`src/hw/rtl/tkps_pkg.sv`:
```
// Shared constants, types and register codes for the top-k map peak selector.
package tkps_pkg;

  // Storage sizing
  localparam int MAP_CELLS   = 4096;
  localparam int MAX_WINNERS = 16;

  // Fixed field widths
  localparam int VAL_W     = 16;
  localparam int COORD_W   = 6;
  localparam int DIM_W     = 7;
  localparam int WC_W      = 5;
  localparam int DIM_LIMIT = 64;
  localparam int CELL_W    = 12;

  // Derived widths
  localparam int ADDR_W    = $clog2(MAP_CELLS);
  localparam int LOAD_W    = $clog2(MAP_CELLS + 1);
  localparam int CNT_W     = $clog2(MAX_WINNERS + 1);
  localparam int WIN_IDX_W = (MAX_WINNERS > 1) ? $clog2(MAX_WINNERS) : 1;

  // APB register map
  localparam int APB_AW = 4;
  localparam int APB_DW = 32;
  localparam logic [1:0] REG_MAP_WIDTH    = 2'd0;
  localparam logic [1:0] REG_MAP_HEIGHT   = 2'd1;
  localparam logic [1:0] REG_WINNER_COUNT = 2'd2;

  // Reset values of the registers
  localparam logic [DIM_W-1:0] RST_MAP_WIDTH    = 7'd20;
  localparam logic [DIM_W-1:0] RST_MAP_HEIGHT   = 7'd15;
  localparam logic [WC_W-1:0]  RST_WINNER_COUNT = 5'd5;

  // Effective frame settings after clamping
  typedef struct packed {
    logic [DIM_W-1:0] width;
    logic [DIM_W-1:0] height;
    logic [CNT_W-1:0] count;
  } frame_cfg_t;

  // One cell visited by the sweep
  typedef struct packed {
    logic              vld;
    logic [COORD_W-1:0] x;
    logic [COORD_W-1:0] y;
    logic [CELL_W-1:0]  cell_idx;
    logic               in_map;
  } scan_t;

  // Pass control from the sequencer to the compare unit
  typedef struct packed {
    logic frame_start;
    logic emit;
    logic last;
  } pass_ctl_t;

endpackage

```
`src/hw/rtl/tkps_peak.sv`:
```
// Shared compare unit: tracks the best unchosen cell of a pass and the chosen list.
module tkps_peak (
  input  logic                          clk,
  input  logic                          rst_n,
  input  tkps_pkg::scan_t               scan,
  input  tkps_pkg::pass_ctl_t           ctl,
  input  logic [tkps_pkg::VAL_W-1:0]    rd_data,
  output logic [tkps_pkg::COORD_W-1:0]  win_x,
  output logic [tkps_pkg::COORD_W-1:0]  win_y,
  output logic                          found
);
  import tkps_pkg::*;

  scan_t              s1_r;
  logic               s1_chosen_r;
  logic               chosen_hit;
  logic [CELL_W-1:0]  chosen_r [MAX_WINNERS];
  logic [CNT_W-1:0]   chosen_cnt_r;
  logic               have_r;
  logic [VAL_W-1:0]   best_val_r;
  logic [COORD_W-1:0] best_x_r;
  logic [COORD_W-1:0] best_y_r;
  logic [CELL_W-1:0]  best_cell_r;
  logic               take;

  // Match the current cell against the cells chosen so far this frame
  always_comb begin
    chosen_hit = 1'b0;
    for (int i = 0; i < MAX_WINNERS; i++) begin
      if ((CNT_W'(i) < chosen_cnt_r) && (chosen_r[i] == scan.cell_idx)) begin
        chosen_hit = 1'b1;
      end
    end
  end

  // Hold the cell alongside the registered map read
  always_ff @(posedge clk) begin
    if (!rst_n) begin
      s1_r.vld <= 1'b0;
    end else begin
      s1_r.vld <= scan.vld;
    end
    s1_r.x        <= scan.x;
    s1_r.y        <= scan.y;
    s1_r.cell_idx <= scan.cell_idx;
    s1_r.in_map   <= scan.in_map;
    s1_chosen_r   <= chosen_hit;
  end

  // Strict greater-than keeps the first cell in scan order on ties
  assign take = s1_r.vld && s1_r.in_map && !s1_chosen_r &&
                (!have_r || (rd_data > best_val_r));

  always_ff @(posedge clk) begin
    if (!rst_n) begin
      have_r <= 1'b0;
    end else if (ctl.emit) begin
      have_r <= 1'b0;
    end else if (take) begin
      have_r <= 1'b1;
    end
    if (take) begin
      best_val_r  <= rd_data;
      best_x_r    <= s1_r.x;
      best_y_r    <= s1_r.y;
      best_cell_r <= s1_r.cell_idx;
    end
  end

  // Clear the chosen list per frame, append each winner
  always_ff @(posedge clk) begin
    if (!rst_n) begin
      chosen_cnt_r <= '0;
    end else if (ctl.frame_start) begin
      chosen_cnt_r <= '0;
    end else if (ctl.emit && have_r) begin
      chosen_cnt_r <= chosen_cnt_r + CNT_W'(1);
    end
    if (ctl.emit && have_r) begin
      chosen_r[chosen_cnt_r[WIN_IDX_W-1:0]] <= best_cell_r;
    end
  end

  assign win_x = have_r ? best_x_r : '0;
  assign win_y = have_r ? best_y_r : '0;
  assign found = have_r;

  // The chosen list grows by one per found winner and never overflows
  a_cnt_bound: assert property (@(posedge clk) disable iff (!rst_n)
    32'(chosen_cnt_r) <= 32'(MAX_WINNERS))
    else $error("chosen list overflow");

  a_cnt_grow: assert property (@(posedge clk) disable iff (!rst_n)
    ctl.emit && have_r && !ctl.frame_start |=> chosen_cnt_r == $past(chosen_cnt_r) + CNT_W'(1))
    else $error("chosen list did not record winner");

  a_no_rechoose: assert property (@(posedge clk) disable iff (!rst_n)
    take |-> !s1_chosen_r)
    else $error("chosen cell taken again");

endmodule

```
`config.mk`:
```
export PLATFORM = sky130hd
export DESIGN_NAME = tkps_peak
export DESIGN_NICKNAME = d
export VERILOG_FILES = /design/src/hw/rtl/tkps_pkg.sv /design/src/hw/rtl/tkps_peak.sv
export SDC_FILE = /design/constraint.sdc
export NUM_CORES = 1
export LEC_CHECK = 0
export BUFFER_PORTS_ARGS = -buffer_cell sky130_fd_sc_hd__buf_2
export CORE_AREA = 10 10 149 151
export CTS_BUF_LIST = sky130_fd_sc_hd__clkbuf_2
export DETAILED_ROUTE_END_ITERATION = 12
export DIE_AREA = 0 0 159 161
export PLACE_DENSITY = 0.79
export SYNTH_ARGS = -nofsm -noshare
export SYNTH_HDL_FRONTEND = slang
export SYNTH_SLANG_ARGS = --single-unit
```
`constraint.sdc`:
```
create_clock -name clk -period 3.45 [get_ports clk]
set_clock_uncertainty 0.1 [all_clocks]
set_input_delay 0.345 -clock clk [delete_from_list [all_inputs] [get_ports clk]]
set_output_delay 0.345 -clock clk [all_outputs]
set_load 0.005 [all_outputs]
```
# Word level (Yosys, flattened, before mapping)
# Memory sizes are Yosys's and may differ from the RTL's.
# Cells that the tools add are included.
totals:
  ff_bits: 73
  latch_bits: 0
  ram_bits: 192
  rom_bits: 0
  inputBits: 47
  out_inout_bits: 13
  word_cells: 79
  memories: 1
memory_table:
  columns: ["name", "depth", "word_bits", "rd", "rd_clocked_by_memory_dff", "wr", "line", "rtl"]
  rows:
  - ["chosen_r", 16, 12, 16, 0, 1, "tkps_peak.sv:17", "logic [CELL_W-1:0] chosen_r [MAX_WINNERS];"]
classes:
  n_addsub: 1
  mul: 0
  div_mod_pow: 0
  order_cmp: 17
  n_eq_ne: 16
  n_shift: 0
  mux: 5
  bitwise_logic: 1
  reduce_logical: 26
op_table:
  columns: ["op", "n"]
  rows:
  - ["12-bit equality test", 16]
  - ["4-bit by 5-bit < comparator with 1-bit output, first input constant", 8]
  - ["1-bit logical AND", 20]
  - ["3-bit by 5-bit < comparator with 1-bit output, first input constant", 4]
  - ["16-bit greater-than comparator", 1]
  - ["15-bit OR reduction", 1]
  - ["6-bit two-way mux", 2]
  - ["1-bit by 5-bit < comparator with 1-bit output, first input constant", 2]
  - ["2-bit by 5-bit < comparator with 1-bit output, first input constant", 2]
  - ["5-bit by 1-bit adder with 5-bit output, second input constant", 1]
  - ["2-bit OR reduction", 2]
  - ["1-bit two-way mux", 3]
  - ["1-bit logical NOT", 2]
  - ["1-bit logical OR", 1]
  - ["1-bit NOT", 1]

# Longest topological paths before layout
logic_depth:
  ltp_word: 3
  ltp_mapped: 8

# Least setup slack after synthesis
# Ideal clock, no wire load.
synth_timing:
  kind: "in2reg"
  startpoint: "in rd_data[10] in the netlist's numbering"
  endpoint: "reg best_cell_r[0], enable pin"
  setup_time_ns: 0.451
  arrival_time_ns: 3.179
  t_required_ns: 2.899
  slack_ns: -0.279
  cell_stages: 7
  path_buffers: 0
  path_cell_list: "ha_1 > nand4_1 > nor2_1 > and2_1 > o21ai_0 > and4b_1 > a21oi_1"
synth_via:
  elab_chain_cells: 3
synth_rtl:
  columns: ["element", "line", "rtl"]
  rows:
  - ["from (decl)", "tkps_peak.sv:7", "input logic [tkps_pkg::VAL_W-1:0] rd_data,"]
  - ["16-bit greater-than comparator", "tkps_peak.sv:52", "(!have_r || (rd_data > best_val_r));"]
  - ["1-bit logical OR", "tkps_peak.sv:52", null]
  - ["1-bit logical AND", "tkps_peak.sv:51", "assign take = s1_r.vld && s1_r.in_map && !s1_chosen_r &&"]
  - ["via take", "tkps_peak.sv:24", "logic take;"]
  - ["to (signal assigned)", "tkps_peak.sv:66", "best_cell_r <= s1_r.cell_idx;"]
  - ["to (decl)", "tkps_peak.sv:23", "logic [CELL_W-1:0] best_cell_r;"]
# The timed path passes the listed nets, and every way through them passes these cells.
# A chain may end at the register's enable or synchronous reset.

# Worst setup path after layout
layout_timing:
  startpoint: "reg best_val_r[15]"
  endpoint: "reg best_val_r[10], enable pin"
layout_via:
  elab_chain_cells: 3
layout_rtl:
  columns: ["element", "line", "rtl"]
  rows:
  - ["from (decl)", "tkps_peak.sv:20", "logic [VAL_W-1:0] best_val_r;"]
  - ["from (signal assigned)", "tkps_peak.sv:63", "best_val_r <= rd_data;"]
  - ["16-bit greater-than comparator", "tkps_peak.sv:52", null]
  - ["1-bit logical OR", "tkps_peak.sv:52", null]
  - ["1-bit logical AND", "tkps_peak.sv:51", null]
  - ["via take", "tkps_peak.sv:24", null]
# The timed path passes the listed nets, and every way through them passes these cells.

==> flow_summary_export.csv <==
group,metric,value,unit
cts,cts_tree,"done",
cts,cts_buffers,60,
timing,slew_headroom,31.5,%
timing,setup_viol_count_final,0,
global_route,grt_overflow,0,
timing,fin_ws,0.851,ns
place,io_buffers,58,
synth,synth_cell_types,38,
global_route,grt_pass1_wl,38.7,mm
synth,yosys_warnings,0,
run_status,status,"completed",
critical_path,max_stage_delay,0.49,ns
synth,synth_nets,763,
floorplanning,die_area,25600,um^2
floorplanning,row_count,51,
critical_path,cp-start-kind,"flip-flop",
synth,syn_inst,696,
timing,worst_pin_slew,1.02,ns
cells_and_area,nNetsFinal,924,
synth,avgSynthCellArea,15.6,um^2
drt,vias,6364,
floorplanning,die_y,161,um
global_route,gr-usage-all-layers,19.7,%
drt,ant_nets,0,
drt,wl_per_cell,21.9,um
place,routabilityCongestion,0.858,
timing,hold_slack,0.0220,ns
synth,yosys_register_bits,265,
global_route,antenna_found_initial,2,
synth,synth_top_cell_by_area,"edfxtp_1",
cells_and_area,syn2layout_area_growth,15.3,%
critical_path,regToRegStartpoint,"best_val_r[15]",
synth,async_reset_ff_share,0,%
critical_path,crit_family,"simple AND/OR/NAND/NOR gates",
place,detailedPlace.worstSlack,0.802,ns
pwr,leakagePower,0.00437,uW
global_route,grt_pass1_vias,6735,
critical_path,required,3.90,ns
critical_path,crit_fanout,28,
critical_path,arrival,3.05,ns
drt,avgViaCountPerCell,5.46,
pwr,switchingPower,1420,uW
cells_and_area,drive_gt1_share,18.7,%
critical_path,crit_chain,"inv_1, ha_1, and4_1, and2_1, o21ai_0, and4b_1, a21oi_4, buf_12",
timing,clock.fmax,385,MHz
pwr,intPower,4440,uW
pwr,switching_share,24.2,%
job,cap_violations,0,
critical_path,critPathLaunch,"best_val_r[15]",
critical_path,cp_num_buf_inv,2,
timing,finalSetupTns,0,ns
timing,min_period_over_period,75.3,%
cts,clock_path_buffers,3,
critical_path,worstSetupEndpointType,"flip-flop",
cts,cts_sinks,265,
synth,synth_flop_cell,"edfxtp_1",
critical_path,worstSetupPathType,"flip-flop to flip-flop",
floorplanning,die_w,159,um
timing,drv_slew,0,
timing,rsz0062_at_grt,"false",
synth,synth-edff-count,232,
drt,wl,25.5,mm
timing,finalHoldViolCount,0,
min_path,hold_path_class,"primary input to flip-flop",
floorplanning,start_util,56.4,%
pwr,pwr-share-seq,60.3,%
cells_and_area,final_cell_area,12500,um^2
pwr,power_frac_comb,5.6,%
synth,ys_seq_area_share,70.4,%
pwr,powerDensity,469,nW/um^2
timing,min_period,2.60,ns
floorplanning,io_pins,60,
pwr,vdd.ir_drop.worst,440,uV
cells_and_area,final_util,65.1,%
place,place_area,11400,um^2
critical_path,critPathSlowestCell,"a21oi_4",
min_path,hp-start,"scan[23]",
drt,first_pass_iters,6,
cts,h-tree-depth,2,
drt,drtIter0Drc,631,
cts,root_buffer,"clkbuf_2",
synth,netlist_area,10800,um^2
global_route,grt_max_degree,29,
floorplanning,core,19200,um^2
cells_and_area,nFillCells,1308,
cts,insertion_delay,0.90,ns
drt,drcViolationCount,0,
synth,synth_area_leaders,"edfxtp_1 (64%), xnor2_1 (11%), dfxtp_1 (6.1%), xor2_1 (5.0%), ha_1 (2.3%)",
cts,path_clk_slew,0.14,ns
place,hpwl,14.1,mm
synth,synth_top_cell_area_share,64.3,%
pwr,power_frac_clock,34.1,%
==> registers in the layout (all words and copies together) (netlist names) <==
name / count
best_val_r: 16
s1_chosen_r: 1
chosen_cnt_r: 5
chosen_r: 192
found: 1
best_cell_r: 12
best_y_r: 6
best_x_r: 6
s1_r: 26
==> cell type report <==
class | count | area, um^2 | share of cell area (%)
Tap cell | 265 | 332 | 2.65
Inverter | 19 | 71.3 | 0.571
Antenna cell | 2 | 5.00 | 0.0400
Clock buffer | 82 | 410 | 3.28
Sequential cell | 265 | 7630 | 61.0
Clock inverter | 22 | 143 | 1.14
Multi-Input combinational cell | 380 | 2930 | 23.4
Timing Repair Buffer | 131 | 986 | 7.89
==> per-stage QoR <==
| step | instances | power [uW] |
|---|---|---|
| 2_1_floorplan | 696 | 3770 |
| 3_3_place_gp | 1006 | 3860 |
| 3_5_place_dp | 1006 | 3870 |
| 4_1_cts | 1159 | 5820 |
| 5_1_grt | 1166 | 6090 |
| 6_report | 1166 | 5860 |
==> synthesized netlist by cell type, types with 2 or more instances <==
master / number
buf_4: 13
xor2_1: 62
or4_1: 2
nor3_1: 10
o21ai_0: 3
xnor2_1: 134
a21o_1: 4
and2_1: 15
nor2_1: 24
nand4_1: 37
a21oi_1: 9
buf_6: 3
nor2b_1: 2
nand2_1: 9
nand2b_1: 3
buf_8: 2
edfxtp_1: 232
o21a_1: 2
buf_2: 9
ha_1: 20
dfxtp_1: 33
nor4_1: 22
nand3_1: 4
a31oi_1: 6
inv_1: 19
clkbuf_1: 5
==> power groups by stage <==
stage	Sequential [uW]	Combinational, uW	Clock [uW]
2_1_floorplan	3580	189	0
3_3_place_gp	3600	258	0
3_5_place_dp	3600	270	0
4_1_cts	3530	314	1980
5_1_grt	3540	350	2200
6_report	3530	327	2000
==> repair_timing <==
action,4_1_cts,5_1_grt
setup buffers,0,0
resized for setup,0,0
endpoints found under the hold margin,48,5
hold buffers,49,5
==> path summary, 6_finish.rpt <==
| check | endpoint | slack [ns] | depth (start not counted) |
|---|---|---|---|
| setup / recovery | best_val_r[10] | 0.85 | 8 |
| setup reg to reg | best_val_r[10] | 0.85 | 8 |
| hold / removal | s1_r[23] | 0.02 | 2 |
| hold reg to reg | best_x_r[1] | 0.31 | 0 |
==> cell usage in the layout (no fill, tap or decap), types with 15 or more instances in the layout <==
cell	synthesis	routed
dlygate4sd3_1	0	54
nor4_1	22	22
and2_1	15	15
nor2_1	24	24
inv_1	19	19
xor2_1	62	62
buf_4	13	18
buf_2	9	58
edfxtp_1	232	232
nand4_1	37	37
clkbuf_2	0	82
xnor2_1	134	134
ha_1	20	20
dfxtp_1	33	33
clkinv_1	0	15
==> kinds of logic (layout without fill, tap and decap cells) <==
family | count (synthesis) | count (layout) | share of synthesized area (%)
flip-flops | 265 | 265 | 70.4
XOR/XNOR | 196 | 196 | 15.8
AND/OR/NAND/NOR | 133 | 133 | 6.85
buffers and inverters | 51 | 254 | 2.74
AO/OA/AOI/OAI | 30 | 30 | 1.80
adder cells (fa/ha/maj) | 20 | 20 | 2.31
multiplexers | 1 | 1 | 0.0924
other | 0 | 2 | 0
==> metal layers <==
| layer | global-route usage (%) | wire length, um | part of all wire [%] | vias up |
|---|---|---|---|---|
| li1 | - | - | - | 2868 |
| met1 | 24.8 | 9890 | 39 | 3128 |
| met2 | 33.1 | 12900 | 50 | 309 |
| met3 | 3.99 | 2130 | 8.4 | 59 |
| met4 | 6.99 | 629 | 2.5 | 0 |
| met5 | 0 | 0 | 0 | - |
(Power assumes the default switching activity.)
