<file path="src/hw/rtl/tkps_pkg.sv">
// Shared constants, types and register codes for the top-k map peak selector.
package tkps_pkg;

  // Storage sizing
  localparam int MAP_CELLS   = 4096;
  localparam int MAX_WINNERS = 16;

  // Fixed field widths
  localparam int VAL_W     = 16;
  localparam int COORD_W   = 6;
  localparam int DIM_W     = 7;
  localparam int WC_W      = 5;
  localparam int DIM_LIMIT = 64;
  localparam int CELL_W    = 12;

  // Derived widths
  localparam int ADDR_W    = $clog2(MAP_CELLS);
  localparam int LOAD_W    = $clog2(MAP_CELLS + 1);
  localparam int CNT_W     = $clog2(MAX_WINNERS + 1);
  localparam int WIN_IDX_W = (MAX_WINNERS > 1) ? $clog2(MAX_WINNERS) : 1;

  // APB register map
  localparam int APB_AW = 4;
  localparam int APB_DW = 32;
  localparam logic [1:0] REG_MAP_WIDTH    = 2'd0;
  localparam logic [1:0] REG_MAP_HEIGHT   = 2'd1;
  localparam logic [1:0] REG_WINNER_COUNT = 2'd2;

  // Reset values of the registers
  localparam logic [DIM_W-1:0] RST_MAP_WIDTH    = 7'd20;
  localparam logic [DIM_W-1:0] RST_MAP_HEIGHT   = 7'd15;
  localparam logic [WC_W-1:0]  RST_WINNER_COUNT = 5'd5;

  // Effective frame settings after clamping
  typedef struct packed {
    logic [DIM_W-1:0] width;
    logic [DIM_W-1:0] height;
    logic [CNT_W-1:0] count;
  } frame_cfg_t;

  // One cell visited by the sweep
  typedef struct packed {
    logic              vld;
    logic [COORD_W-1:0] x;
    logic [COORD_W-1:0] y;
    logic [CELL_W-1:0]  cell_idx;
    logic               in_map;
  } scan_t;

  // Pass control from the sequencer to the compare unit
  typedef struct packed {
    logic frame_start;
    logic emit;
    logic last;
  } pass_ctl_t;

endpackage

</file>
<file path="src/hw/rtl/tkps_sweep.sv">
// Pass sequencer: walks x outer, y inner over the map, once per winner.
module tkps_sweep (
  input  logic                clk,
  input  logic                rst_n,
  input  logic                launch,
  input  tkps_pkg::frame_cfg_t cfg,
  output tkps_pkg::scan_t     scan,
  output tkps_pkg::pass_ctl_t ctl,
  output logic                busy
);
  import tkps_pkg::*;

  typedef enum logic [3:0] {
    SW_IDLE  = 4'b0001,
    SW_SCAN  = 4'b0010,
    SW_DRAIN = 4'b0100,
    SW_EMIT  = 4'b1000
  } sw_state_t;

  sw_state_t          state_r, state_nxt;
  logic [COORD_W-1:0] x_r, x_nxt;
  logic [COORD_W-1:0] y_r, y_nxt;
  logic [CELL_W-1:0]  cell_r, cell_nxt;
  logic [CNT_W-1:0]   k_r, k_nxt;
  logic               empty_map;
  logic               y_end;
  logic               x_end;
  logic               last_pass;

  assign empty_map = (cfg.width == '0) || (cfg.height == '0);
  assign y_end     = ({1'b0, y_r} == cfg.height - DIM_W'(1));
  assign x_end     = ({1'b0, x_r} == cfg.width - DIM_W'(1));
  assign last_pass = (k_r == cfg.count - CNT_W'(1));

  // Sequence the passes
  always_comb begin
    state_nxt = state_r;
    x_nxt     = x_r;
    y_nxt     = y_r;
    cell_nxt  = cell_r;
    k_nxt     = k_r;
    case (state_r)
      SW_IDLE: begin
        if (launch && (cfg.count != '0)) begin
          x_nxt     = '0;
          y_nxt     = '0;
          cell_nxt  = '0;
          k_nxt     = '0;
          state_nxt = empty_map ? SW_DRAIN : SW_SCAN;
        end
      end
      SW_SCAN: begin
        if (y_end) begin
          y_nxt = '0;
          if (x_end) begin
            state_nxt = SW_DRAIN;
          end else begin
            x_nxt    = x_r + COORD_W'(1);
            cell_nxt = CELL_W'(x_r) + CELL_W'(1);
          end
        end else begin
          y_nxt    = y_r + COORD_W'(1);
          cell_nxt = cell_r + CELL_W'(cfg.width);
        end
      end
      SW_DRAIN: begin
        state_nxt = SW_EMIT;
      end
      SW_EMIT: begin
        if (last_pass) begin
          state_nxt = SW_IDLE;
        end else begin
          k_nxt     = k_r + CNT_W'(1);
          x_nxt     = '0;
          y_nxt     = '0;
          cell_nxt  = '0;
          state_nxt = empty_map ? SW_DRAIN : SW_SCAN;
        end
      end
      default: begin
        state_nxt = SW_IDLE;
      end
    endcase
  end

  always_ff @(posedge clk) begin
    if (!rst_n) begin
      state_r <= SW_IDLE;
      k_r     <= '0;
    end else begin
      state_r <= state_nxt;
      k_r     <= k_nxt;
    end
    x_r    <= x_nxt;
    y_r    <= y_nxt;
    cell_r <= cell_nxt;
  end

  // Present the current cell and pass control
  assign scan.vld      = (state_r == SW_SCAN);
  assign scan.x        = x_r;
  assign scan.y        = y_r;
  assign scan.cell_idx = cell_r;
  assign scan.in_map   = (32'(cell_r) < 32'(MAP_CELLS));

  assign ctl.frame_start = (state_r == SW_IDLE) && launch && (cfg.count != '0);
  assign ctl.emit        = (state_r == SW_EMIT);
  assign ctl.last        = (state_r == SW_EMIT) && last_pass;

  assign busy = (state_r != SW_IDLE);

endmodule

</file>
<file path="config.mk">
export PLATFORM = sky130hd
export DESIGN_NAME = tkps_sweep
export DESIGN_NICKNAME = d
export VERILOG_FILES = /design/src/hw/rtl/tkps_pkg.sv /design/src/hw/rtl/tkps_sweep.sv
export SDC_FILE = /design/constraint.sdc
export NUM_CORES = 1
export LEC_CHECK = 0
export BUFFER_PORTS_ARGS = -buffer_cell sky130_fd_sc_hd__buf_4
export CAP_MARGIN = 30
export CELL_PAD_IN_SITES_DETAIL_PLACEMENT = 1
export CELL_PAD_IN_SITES_GLOBAL_PLACEMENT = 1
export CORE_MARGIN = 1
export CORE_UTILIZATION = 45
export DETAILED_ROUTE_END_ITERATION = 16
export PLACE_DENSITY = 0.83
export REMOVE_ABC_BUFFERS = 1
export SLEW_MARGIN = 20
export SYNTH_ARGS = -nofsm -noshare
export SYNTH_HDL_FRONTEND = slang
export SYNTH_SLANG_ARGS = --single-unit
</file>
<file path="constraint.sdc">
create_clock -name clk -period 10.6 [get_ports clk]
set_input_delay 3.18 -clock clk [delete_from_list [all_inputs] [get_ports clk]]
set_output_delay 3.18 -clock clk [all_outputs]
set_load 0.1 [all_outputs]
</file>
Word-level counts from Yosys, hierarchy flattened
Index checks and enable logic that the tools add are counted.
- add/subtract/negate cells: 8
- multiplexer cells: 21
- reductions and logical operators: 15
- eq/ne operators: 14
- operators with widths (operator ; number):
    $mux 12 ; 4
    $pmux 12 s3 ; 1
    $pmux 6 s3 ; 2
    $mux 6 ; 5
    $pmux 4 s4 ; 1
    $eq 6x7->1 ; 2
    $logic_not 7->1 ; 2
    $sub 7x1->7 const B ; 2
    $add 12x7->12 ; 1
    $add 6x1->6 const B ; 2
    $mux 4 ; 3
    $mux 5 ; 2
    $pmux 5 s2 ; 1
    $reduce_and 3->1 ; 3
    $add 6x1->7 const B ; 1
    $mux 3 ; 2
    $ne 2x2->1 const B ; 3
    $add 5x1->5 const B ; 1
    $eq 5x5->1 ; 1
    $reduce_and 5->1 ; 1
    $reduce_bool 5->1 ; 1
    $sub 5x1->5 const B ; 1
    $eq 4x1->1 const B ; 1
    $eq 4x2->1 const B ; 1
    other kinds (10) ; 14
- output and inout bits: 30
- register bits: 33
- logic and storage cells: 63

Depth between registers and ports, before layout
Gate-level depths: netlist (run 1).
- word-level depth: 5
- mapped depth: 9
- gate-level depth less buffers: 9

Least setup slack after synthesis (run 1)
No wires, ideal clock.
- kind: input to output
- from: input port cfg[0] (netlist name)
- to: output port ctl[0] (netlist name)
- setup slack: 1961 ps
- cell stages on the path: 6
- data arrival time: 5459 ps
- buffers on the path: 0
- required time: 7420 ps
- cell sequence: inv_1 > ha_1 > or3b_2 > xnor2_1 > nor4_1 > and2_1
- RTL lines (what ; RTL line ; source):
    start: declaration ; tkps_sweep.sv:6 ; input tkps_pkg::frame_cfg_t cfg,
    end: declaration ; tkps_sweep.sv:8 ; output tkps_pkg::pass_ctl_t ctl,

==> results of run 1 <==
[Yosys cell counts, drive strengths merged, types with 3 or more instances]
| cell type | count | area, um2 |
|---|---|---|
| a211oi | 3 | 22.52 |
| buf | 4 | 37.53 |
| nand2b | 6 | 37.54 |
| inv | 19 | 71.32 |
| o22a | 5 | 43.79 |
| o21ai | 12 | 60.05 |
| ha | 15 | 187.7 |
| and3 | 4 | 25.02 |
| o21a | 4 | 30.03 |
| nor2 | 30 | 112.6 |
| nor3 | 7 | 35.03 |
| o31a | 3 | 26.28 |
| a21o | 4 | 30.03 |
| nor4 | 4 | 25.02 |
| xor2 | 16 | 140.1 |
| and2 | 3 | 18.77 |
| nor2b | 3 | 18.77 |
| nand3 | 9 | 45.04 |
| dfxtp | 9 | 180.2 |
| nand2 | 13 | 48.80 |
| edfxtp | 24 | 720.7 |
| or3 | 4 | 25.02 |
| xnor2 | 21 | 183.9 |
| a21oi | 16 | 80.08 |
[flip-flops by register name, summed over array words and instances (netlist names)]
name and flops:
cell_r 12, y_r 6, k_r 5, state_r 4
x_r 6
[kinds of logic after synthesis]
logic type                 share of synthesized area, %
AOI/OAI and AO/OA                                 16.32
xor gates and xnor gates                          13.00
adders and majority gates                         8.333
buffers and inverters                             4.518
DFF                                               36.14
muxes                                            0.8032
other                                            0.1505
and+or+nand+nor                                   20.73
[metrics by stage]
step / utilization [%] / instance area, um2 / setup slack (ps)
2_1_floorplan: - / 2451 / 1961
3_3_place_gp: 56.13 / 2922 / 2009
3_5_place_dp: 56.13 / 2922 / 1892
4_1_cts: 57.79 / 3008 / 1886
5_1_grt: 57.91 / 3014 / 2004
6_report: 57.91 / 3014 / 2186
[layout make-up]
type | count | area [um2] | area share, %
tap | 70 | 87.58 | 2.906
timing repair buffer | 51 | 382.9 | 12.70
clock inverter | 3 | 17.52 | 0.5812
sequential | 33 | 900.9 | 29.89
inverter | 19 | 71.32 | 2.366
clock buffer | 5 | 68.82 | 2.283
multi-input combinational | 213 | 1485 | 49.27
[worst min path at each step]
| stage | to | from | slack (ps) |
|---|---|---|---|
| finish | state_r[3]$_SDFFE_PN0P_ | state_r[2]$_SDFFE_PN0P_ | 520 |
| global route | state_r[3]$_SDFFE_PN0P_ | state_r[2]$_SDFFE_PN0P_ | 560 |
| CTS | state_r[3]$_SDFFE_PN0P_ | state_r[2]$_SDFFE_PN0P_ | 520 |
| detailed placement | state_r[3]$_SDFFE_PN0P_ | state_r[2]$_SDFFE_PN0P_ | 510 |
| global placement | state_r[3]$_SDFFE_PN0P_ | state_r[2]$_SDFFE_PN0P_ | 500 |
| floorplan | state_r[3]$_SDFFE_PN0P_ | state_r[2]$_SDFFE_PN0P_ | 450 |
[per-layer routing]
layer / vias up / part of all wire (%)
li1: 1079 / -
met1: 1047 / 46
met3: 6 / 3.8
met4: 0 / 1.2
met2: 47 / 48
met5: - / 0
[power groups by stage]
stage	logic (mW)	clock network, mW	registers (mW)
finish	0.484	0.0943	0.228
global route	0.511	0.102	0.235
CTS	0.487	0.0967	0.228
detailed placement	0.485	0	0.231
global placement	0.478	0	0.230
floorplan	0.182	0	0.426
[worst reg2reg max path: cells and delay by family, from the launching register on]
family          cells  cell delay (ps)
simple gates        3             1590
xor+xnor            1              190
compound gates      2              830
flops               1              480
==> run metrics, run 1 <==
GR peak layer met2; Clock Latency Late Sink 290 ps; Gate Count Post-Synth 270; first-pass GRT wire length 10560 um; Most common cell on crit path buf_4; worst r2r src y_r[5]$_SDFFCE_PP0P_; Worst EP arrival 5230 ps; power per cell area 267.6 nW/um2; DRT antenna net count 0; CTS Buf Count 5; WP depth 8; reg2reg setup slack 7120 ps; layout cells sized above 1 20.68%; Async SR Flop Fraction 0%; Internal 0.3539 mW; Logic pwr share 60.0%; Yosys reg bits 33; worst path required time 7420 ps; skew final 4.053 ps; Hold Path Cell Cnt 2; CORE AREA 5205 um2; RSZ-0062 raised after global routing false; leading cell type in the layout, fill and taps excluded buf_4; # IOs 52; Slowest-stage cell, CP nor4_2; Hold WS 521.8 ps; Clock Tree Root clkbuf_8; met2 Use GR 37.66%; Worst-path clk slew 70 ps; GR Util met1 29.49%; CP top delay family simple AND/OR/NAND/NOR gates; Hold/Removal Path Class flip-flop to flip-flop; Placed Cells 386; Total Die Area 5840 um2; initial antenna violation count 0; drc violations 0; synthesized area per cell 9.231 um2; Hold-fix buffers, CTS 0; yosys warns 0; synth unique cells 50; most frequent cells in the layout buf_4 (51), nor2_1 (30), edfxtp_1 (24); vias in the first global route 2222; CTS H-tree depth 2; fin nets 361; maximum net fanout on the critical path 7; status finished clean; DR pass1 iterations 4; DP HPWL 4860 um; TNS Setup 0 ps; worst-margin pin slew 868.5 ps; gr usage total 22.76%; CP Capture Point ctl[0]; max-cap violations 0; Horiz. Die Dim 76.42 um; Final Total Pwr 0.8065 mW; vias post-DR 2179; met3 Usage GRT 3.473%; Routed WL 6106 um; Synth Flop Type edfxtp_1; Sw Pwr 0.4527 mW; post-CTS sizing 0; Max VDD drop 0.1749 mV; Fin. Hold Viols 0; Final setup viols 0; Area Overhead vs Synth 20.93%; leakage 1.249 nW; # fillers 639; period utilization 79.38%; FMAX 0.1189 GHz; post-DR vias/cell 5.530; largest net degree at the start of global routing 13; PortBufs 50; DR WL/cell 15.50 um; # diodes 0; Initial Util 47.88%; Critical Path Start cfg[0]; gp weighted congestion 0.7953; Sw Ratio 56.13%; crit-path max cell delay 580 ps; Die Height 76.42 um; Slew Viols, Final 0; post-CTS setup repair buffer count 0; Seq pwr share 28.3%; CP Capture Type output port; Max Root-Sink Buffers 2; Mapped Area 2492 um2; register area share after synthesis 36.14%; site row count 26; CP cell instances buf_4, inv_1, ha_1, or3b_2, xnor2_1, nor4_2, and2_1, buf_4; part of the power in the clock network 11.7%; EDFF count, synth 24; DRT iter0 DRCs 70; Setup CP Type input pin to output port; Finished Layout Cells 394; Max transition margin 41.66%; Critical Path Start Type input pin; total global routing overflow 0; WP buf/inv 3; CTS tree built; FF-to-FF path depth 6; clock sinks 33; minimum clock period 8414 ps; reg2reg end x_r[0]$_SDFFCE_PN0P_
(Power assumes the default switching activity.)
==> run 2, diff against run 1 <==
--- a/config.mk
+++ b/config.mk
@@ -5,14 +5,15 @@
 export SDC_FILE = /design/constraint.sdc
 export NUM_CORES = 1
 export LEC_CHECK = 0
+export ABC_AREA = 1
 export BUFFER_PORTS_ARGS = -buffer_cell sky130_fd_sc_hd__buf_4
 export CAP_MARGIN = 30
 export CELL_PAD_IN_SITES_DETAIL_PLACEMENT = 1
 export CELL_PAD_IN_SITES_GLOBAL_PLACEMENT = 1
 export CORE_MARGIN = 1
-export CORE_UTILIZATION = 45
+export CORE_UTILIZATION = 40
 export DETAILED_ROUTE_END_ITERATION = 16
-export PLACE_DENSITY = 0.83
+export PLACE_DENSITY = 0.78
 export REMOVE_ABC_BUFFERS = 1
 export SLEW_MARGIN = 20
 export SYNTH_ARGS = -nofsm -noshare
==> constraint.sdc (replaced) <==
create_clock -name clk -period 8.5 [get_ports clk]
set_input_delay 2.55 -clock clk [delete_from_list [all_inputs] [get_ports clk]]
set_output_delay 2.55 -clock clk [all_outputs]
set_load 0.1 [all_outputs]
==> run metrics, run 2 <==
CP top delay family simple AND/OR/NAND/NOR gates; Max Root-Sink Buffers 2 (unchanged); Initial Util 42.00% (-5.9 points); count leader, synth nand2_1; post-CTS setup repair buffer count 0 (unchanged); crit-path max cell delay 290 ps (-290 ps); gp weighted congestion 0.8199 (+3.1%); total global routing overflow 0 (unchanged); violated checks DRC; Hold/Removal Path Class flip-flop to flip-flop; vias in the first global route 2730 (+23%); DR pass1 iterations 10 (+6); Total Die Area 7076 um2 (+21%); Max transition margin 53.34% (+12 points); Slowest-stage cell, CP buf_4; CP Capture Type output port; post-synth top area share 26.72% (-2.2 points); Yosys reg bits 33 (unchanged); worst path required time 5950 ps (-1470 ps); WP buf/inv 4 (+1); CTS tree built; period utilization 78.30%; site row count 29 (+12%); largest net degree at the start of global routing 14 (+1); Final setup viols 0 (unchanged); FMAX 0.1503 GHz; Mapped Area 2698 um2 (+8.2%); post-DR vias/cell 5.143 (-7.0%); first-pass GRT wire length 12570 um (+19%); DR WL/cell 14.27 um (-7.9%); minimum clock period 6655 ps; CTS H-tree depth 2 (unchanged); Async SR Flop Fraction 0% (unchanged); TNS Setup 0 ps (unchanged); CP cell instances buf_4, inv_1, ha_1, or2_1, nand3b_1, nand2_1, nor2_1, nand4_4, inv_1, buf_4; layout cells sized above 1 18.43% (-2.2 points); Largest regs cell_r: 12 flops, x_r: 6 flops, y_r: 6 flops; most frequent cells in the layout nand2_1 (92), inv_1 (58), buf_4 (50); Critical Path Start Type input pin; # diodes 0 (unchanged); Horiz. Die Dim 84.12 um (+10%); DRT iter0 DRCs 98 (+40%); Synth area leaders edfxtp_1 (27%), nand2_1 (13%), inv_1 (8.1%); Slew Viols, Final 0 (unchanged); Setup CP Type input pin to output port; Clock Tree Root clkbuf_8; initial antenna violation count 0 (unchanged); DRT antenna net count 0 (unchanged); Final Core Density 50.36% (-7.5 points); synth unique cells 37 (-26%); Gate Count Post-Synth 378 (+40%); synth cell count leaders nand2_1 (92), inv_1 (58), nor2_1 (47); Area Overhead vs Synth 19.90%; Synth area leader edfxtp_1; vias post-DR 2628 (+21%); gr usage total 22.09% (-0.67 points); Synth Flop Type edfxtp_1; # IOs 52 (unchanged); fin nets 471 (+30%); max-cap violations 0 (unchanged); register area share after synthesis 33.40% (-2.7 points); Worst-path clk slew 70 ps (about the same); Hold-fix buffers, CTS 0 (unchanged); PortBufs 50 (unchanged); DP HPWL 5888 um (+21%); max reg flops 12 (unchanged); worst-margin pin slew 699.8 ps (-168.6 ps); status complete, but fails checks; drc violations 8 (+8); CTS Buf Count 5 (unchanged); skew final 3.296 ps (-0.7567 ps); CORE AREA 6422 um2 (+23%); yosys warns 0 (unchanged); Routed WL 7290 um (+19%); RSZ-0062 raised after global routing false; clock sinks 33 (unchanged); Fin. Hold Viols 0 (unchanged); leading cell type in the layout, fill and taps excluded nand2_1; Top reg by flops cell_r; Worst EP arrival 4110 ps (-1120 ps); Die Height 84.12 um (+10%); maximum net fanout on the critical path 8 (+1); Clock Latency Late Sink 290 ps (about the same); post-CTS sizing 0 (unchanged); EDFF count, synth 24 (unchanged); synthesized area per cell 7.136 um2 (-23%)
[run 2: cell count changes after synthesis, sizes merged, moves of 6 or more]
| cell | delta |
|---|---|
| a21oi | +13 |
| inv | +43 |
| nand2 | +82 |
| nand2b | -6 |
| nand3 | +24 |
| nor2 | +22 |
| xnor2 | -17 |
[run 2: path summary, 6_finish.rpt]
check | start | end | slack [ps] | cells past startpoint
setup / recovery | cfg[0] | ctl[0] | 1840 | 10
setup reg to reg | state_r[2]$_SDFFE_PN0P_ | cell_r[2]$_SDFFCE_PN0P_ | 5960 | 7
hold reg to reg | k_r[4]$_SDFFE_PN0P_ | k_r[4]$_SDFFE_PN0P_ | 520 | 2
hold / removal | k_r[4]$_SDFFE_PN0P_ | k_r[4]$_SDFFE_PN0P_ | 520 | 2
[run 2: metrics by stage]
stage	hold slack (ps)	setup WS (ps)	std cells	area [um2]
2_1_floorplan	477.3	1732	376	2683
3_3_place_gp	505.5	1875	503	3154
3_5_place_dp	509.3	1847	503	3154
4_1_cts	518.4	1819	511	3234
5_1_grt	555.1	1668	511	3234
6_report	522.5	1845	511	3234
[run 2: cell families (layout without fill, tap and decap cells)]
| logic type | count (synthesis) | count (layout) | share of synthesized area [%] |
|---|---|---|---|
| AOI/OAI and AO/OA | 41 | 41 | 8.071 |
| xor gates and xnor gates | 18 | 18 | 5.844 |
| adders and majority gates | 16 | 16 | 7.699 |
| buffers and inverters | 65 | 121 | 9.462 |
| DFF | 33 | 33 | 33.40 |
| other | 1 | 1 | 0.1390 |
| and+or+nand+nor | 204 | 204 | 35.39 |
[run 2: area by class of cell]
type / count / area (um2)
Sequential cell: 33 / 900.9
Timing Repair Buffer: 50 / 375.4
Clock buffer: 8 / 80.08
Multi-Input combinational cell: 280 / 1541
Fill cell: 858 / 3188
Tap cell: 77 / 96.34
Inverter: 63 / 240.2
[run 2: worst register-to-register path, delay by kind of cell, from the launching register on]
| kind | cells | cell delay, ps |
|---|---|---|
| AOI/OAI and AO/OA | 1 | 540 |
| buffers and inverters | 2 | 220 |
| and+or+nand+nor | 4 | 1050 |
| DFF | 1 | 350 |
[run 2: routing by layer]
layer	GRT usage (%)	share of wire, %	up-vias
met4	5.172	0.97	0
met2	39.49	50	38
met5	0	0	-
met3	3.066	2.4	7
li1	-	-	1328
met1	28.17	47	1255
Power of run 2 is left out: the tool's default activity adds up to more than one toggle a clock period on the data nets, which glitch-free logic cannot reach.
==> run 3, diff against run 2 <==
==> constraint.sdc (replaced) <==
create_clock -name clk -period 6.17 [get_ports clk]
set_input_delay 1.851 -clock clk [delete_from_list [all_inputs] [get_ports clk]]
set_output_delay 1.851 -clock clk [all_outputs]
set_load 0.1 [all_outputs]
==> run metrics, run 3 (synthesized netlist as in run 2, its figures left out) <==
status complete, but fails checks; violated checks DRC; Slew Viols, Final 0 (unchanged); post-CTS setup repair buffer count 0 (unchanged); Worst EP arrival 3380 ps (-730 ps); Max transition margin 56.03% (+2.7 points); crit-path max cell delay 290 ps (about the same); worst-margin pin slew 659.5 ps (-40.29 ps); Fin. Hold Viols 0 (unchanged); Final setup viols 0 (unchanged); TNS Setup 0 ps (unchanged); Worst-path clk slew 70 ps (about the same); gr usage total 20.57% (-1.5 points); first-pass GRT wire length 11820 um (-6.0%); Routed WL 6800 um (-6.7%); CTS H-tree depth 2 (unchanged); area of the multi-input gates 1541 um2 (unchanged); CP top delay family simple AND/OR/NAND/NOR gates; PortBufs 50 (unchanged); Largest regs cell_r: 12 flops, x_r: 6 flops, y_r: 6 flops; most frequent cells in the layout nand2_1 (92), inv_1 (58), buf_4 (50); layout cells sized above 1 18.89% (+0.46 points); max reg flops 12 (unchanged); gp weighted congestion 0.8159 (-0.49%); DRT iter0 DRCs 94 (-4.1%); CTS tree built; Area Overhead vs Synth 20.32%; largest net degree at the start of global routing 14 (unchanged); max-cap violations 0 (unchanged); post-DR vias/cell 5.090 (-1.0%); vias post-DR 2601 (-1.0%); Horiz. Die Dim 84.12 um (unchanged); Die Height 84.12 um (unchanged); Clock Tree Root clkbuf_8; Total Die Area 7076 um2 (unchanged); total global routing overflow 0 (unchanged); DR pass1 iterations 10 (unchanged); site row count 29 (unchanged); Clock Latency Late Sink 280 ps (about the same); period utilization 84.76%; CORE AREA 6422 um2 (unchanged); worst path required time 4320 ps (-1630 ps); Top reg by flops cell_r; minimum clock period 5230 ps; Hold/Removal Path Class flip-flop to flip-flop; Setup CP Type input pin to output port; DRT antenna net count 0 (unchanged); skew final 5.447 ps (+2.150 ps); # IOs 52 (unchanged); # fillers 857 (-0.12%); Hold-fix buffers, CTS 0 (unchanged); RSZ-0062 raised after global routing false; vias in the first global route 2557 (-6.3%); FMAX 0.1912 GHz; drc violations 8 (unchanged); Critical Path Start Type input pin; initial antenna violation count 0 (unchanged); CP Capture Type output port; Max Root-Sink Buffers 2 (unchanged); leading cell type in the layout, fill and taps excluded nand2_1; Slowest-stage cell, CP buf_4; DP HPWL 5610 um (-4.7%); DR WL/cell 13.31 um (-6.7%); maximum net fanout on the critical path 8 (unchanged); fin nets 471 (unchanged); WP buf/inv 4 (unchanged); # diodes 0 (unchanged); Storage cell area 900.9 um2 (unchanged); Initial Util 42.00% (unchanged); clock sinks 33 (unchanged); CTS Buf Count 5 (unchanged); post-CTS sizing 0 (unchanged); CP cell instances buf_4, inv_1, ha_1, or2_1, nand3b_1, nand2_1, nor2_1, nand4_4, inv_1, buf_4
## run 3: changes by cell type in the layout (fill, tap and decap cells not counted), sizes merged
cell,change
clkbuf,-2
clkinv,+2
## run 3: through the flow
stage | hold WS [ps] | util (%) | worst slack [ps] | cells | cell area [um2]
after floorplan | 477.3 | - | 800.3 | 376 | 2683
final | 531.4 | 50.54 | 940.4 | 511 | 3246
after detailed placement | 523.9 | 49.11 | 925.7 | 503 | 3154
after global placement | 504.6 | 49.11 | 943.1 | 503 | 3154
after global routing | 571.1 | 50.54 | 777.9 | 511 | 3246
after CTS | 536.6 | 50.54 | 921.6 | 511 | 3246
## run 3: worst min-delay path, stage by stage, from the launching register on
cell and delay [ps]:
dfxtp_1 350, nand2_1 80, a21oi_1 50
## run 3: layer usage
layer,vias to the layer above,wire length [um],part of all wire (%),GRT usage [%]
met4,0,58,0.85,5.956
met2,40,3329,49,34.87
met5,-,0,0,0
met3,5,202,3.0,2.868
li1,1328,-,-,-
met1,1228,3210,47,27.33
## run 3: area by class of cell
cell class	instances	area share, %
multi-input cells	280	47.49
clock buffers	6	2.544
clock inverters	2	0.2699
inverters	63	7.402
well taps	77	2.968
flip-flops and latches	33	27.76
repair buffers	50	11.57
## run 3: path summary, 6_finish.rpt
| path | start | to | slack, ps | cells after the start |
|---|---|---|---|---|
| min | k_r[4]$_SDFFE_PN0P_ | k_r[4]$_SDFFE_PN0P_ | 530 | 2 |
| min reg2reg | k_r[4]$_SDFFE_PN0P_ | k_r[4]$_SDFFE_PN0P_ | 530 | 2 |
| max | cfg[0] | ctl[0] | 940 | 10 |
| max reg2reg | state_r[2]$_SDFFE_PN0P_ | cell_r[9]$_SDFFCE_PP0P_ | 3680 | 7 |
Power of run 3 is left out for the same reason.
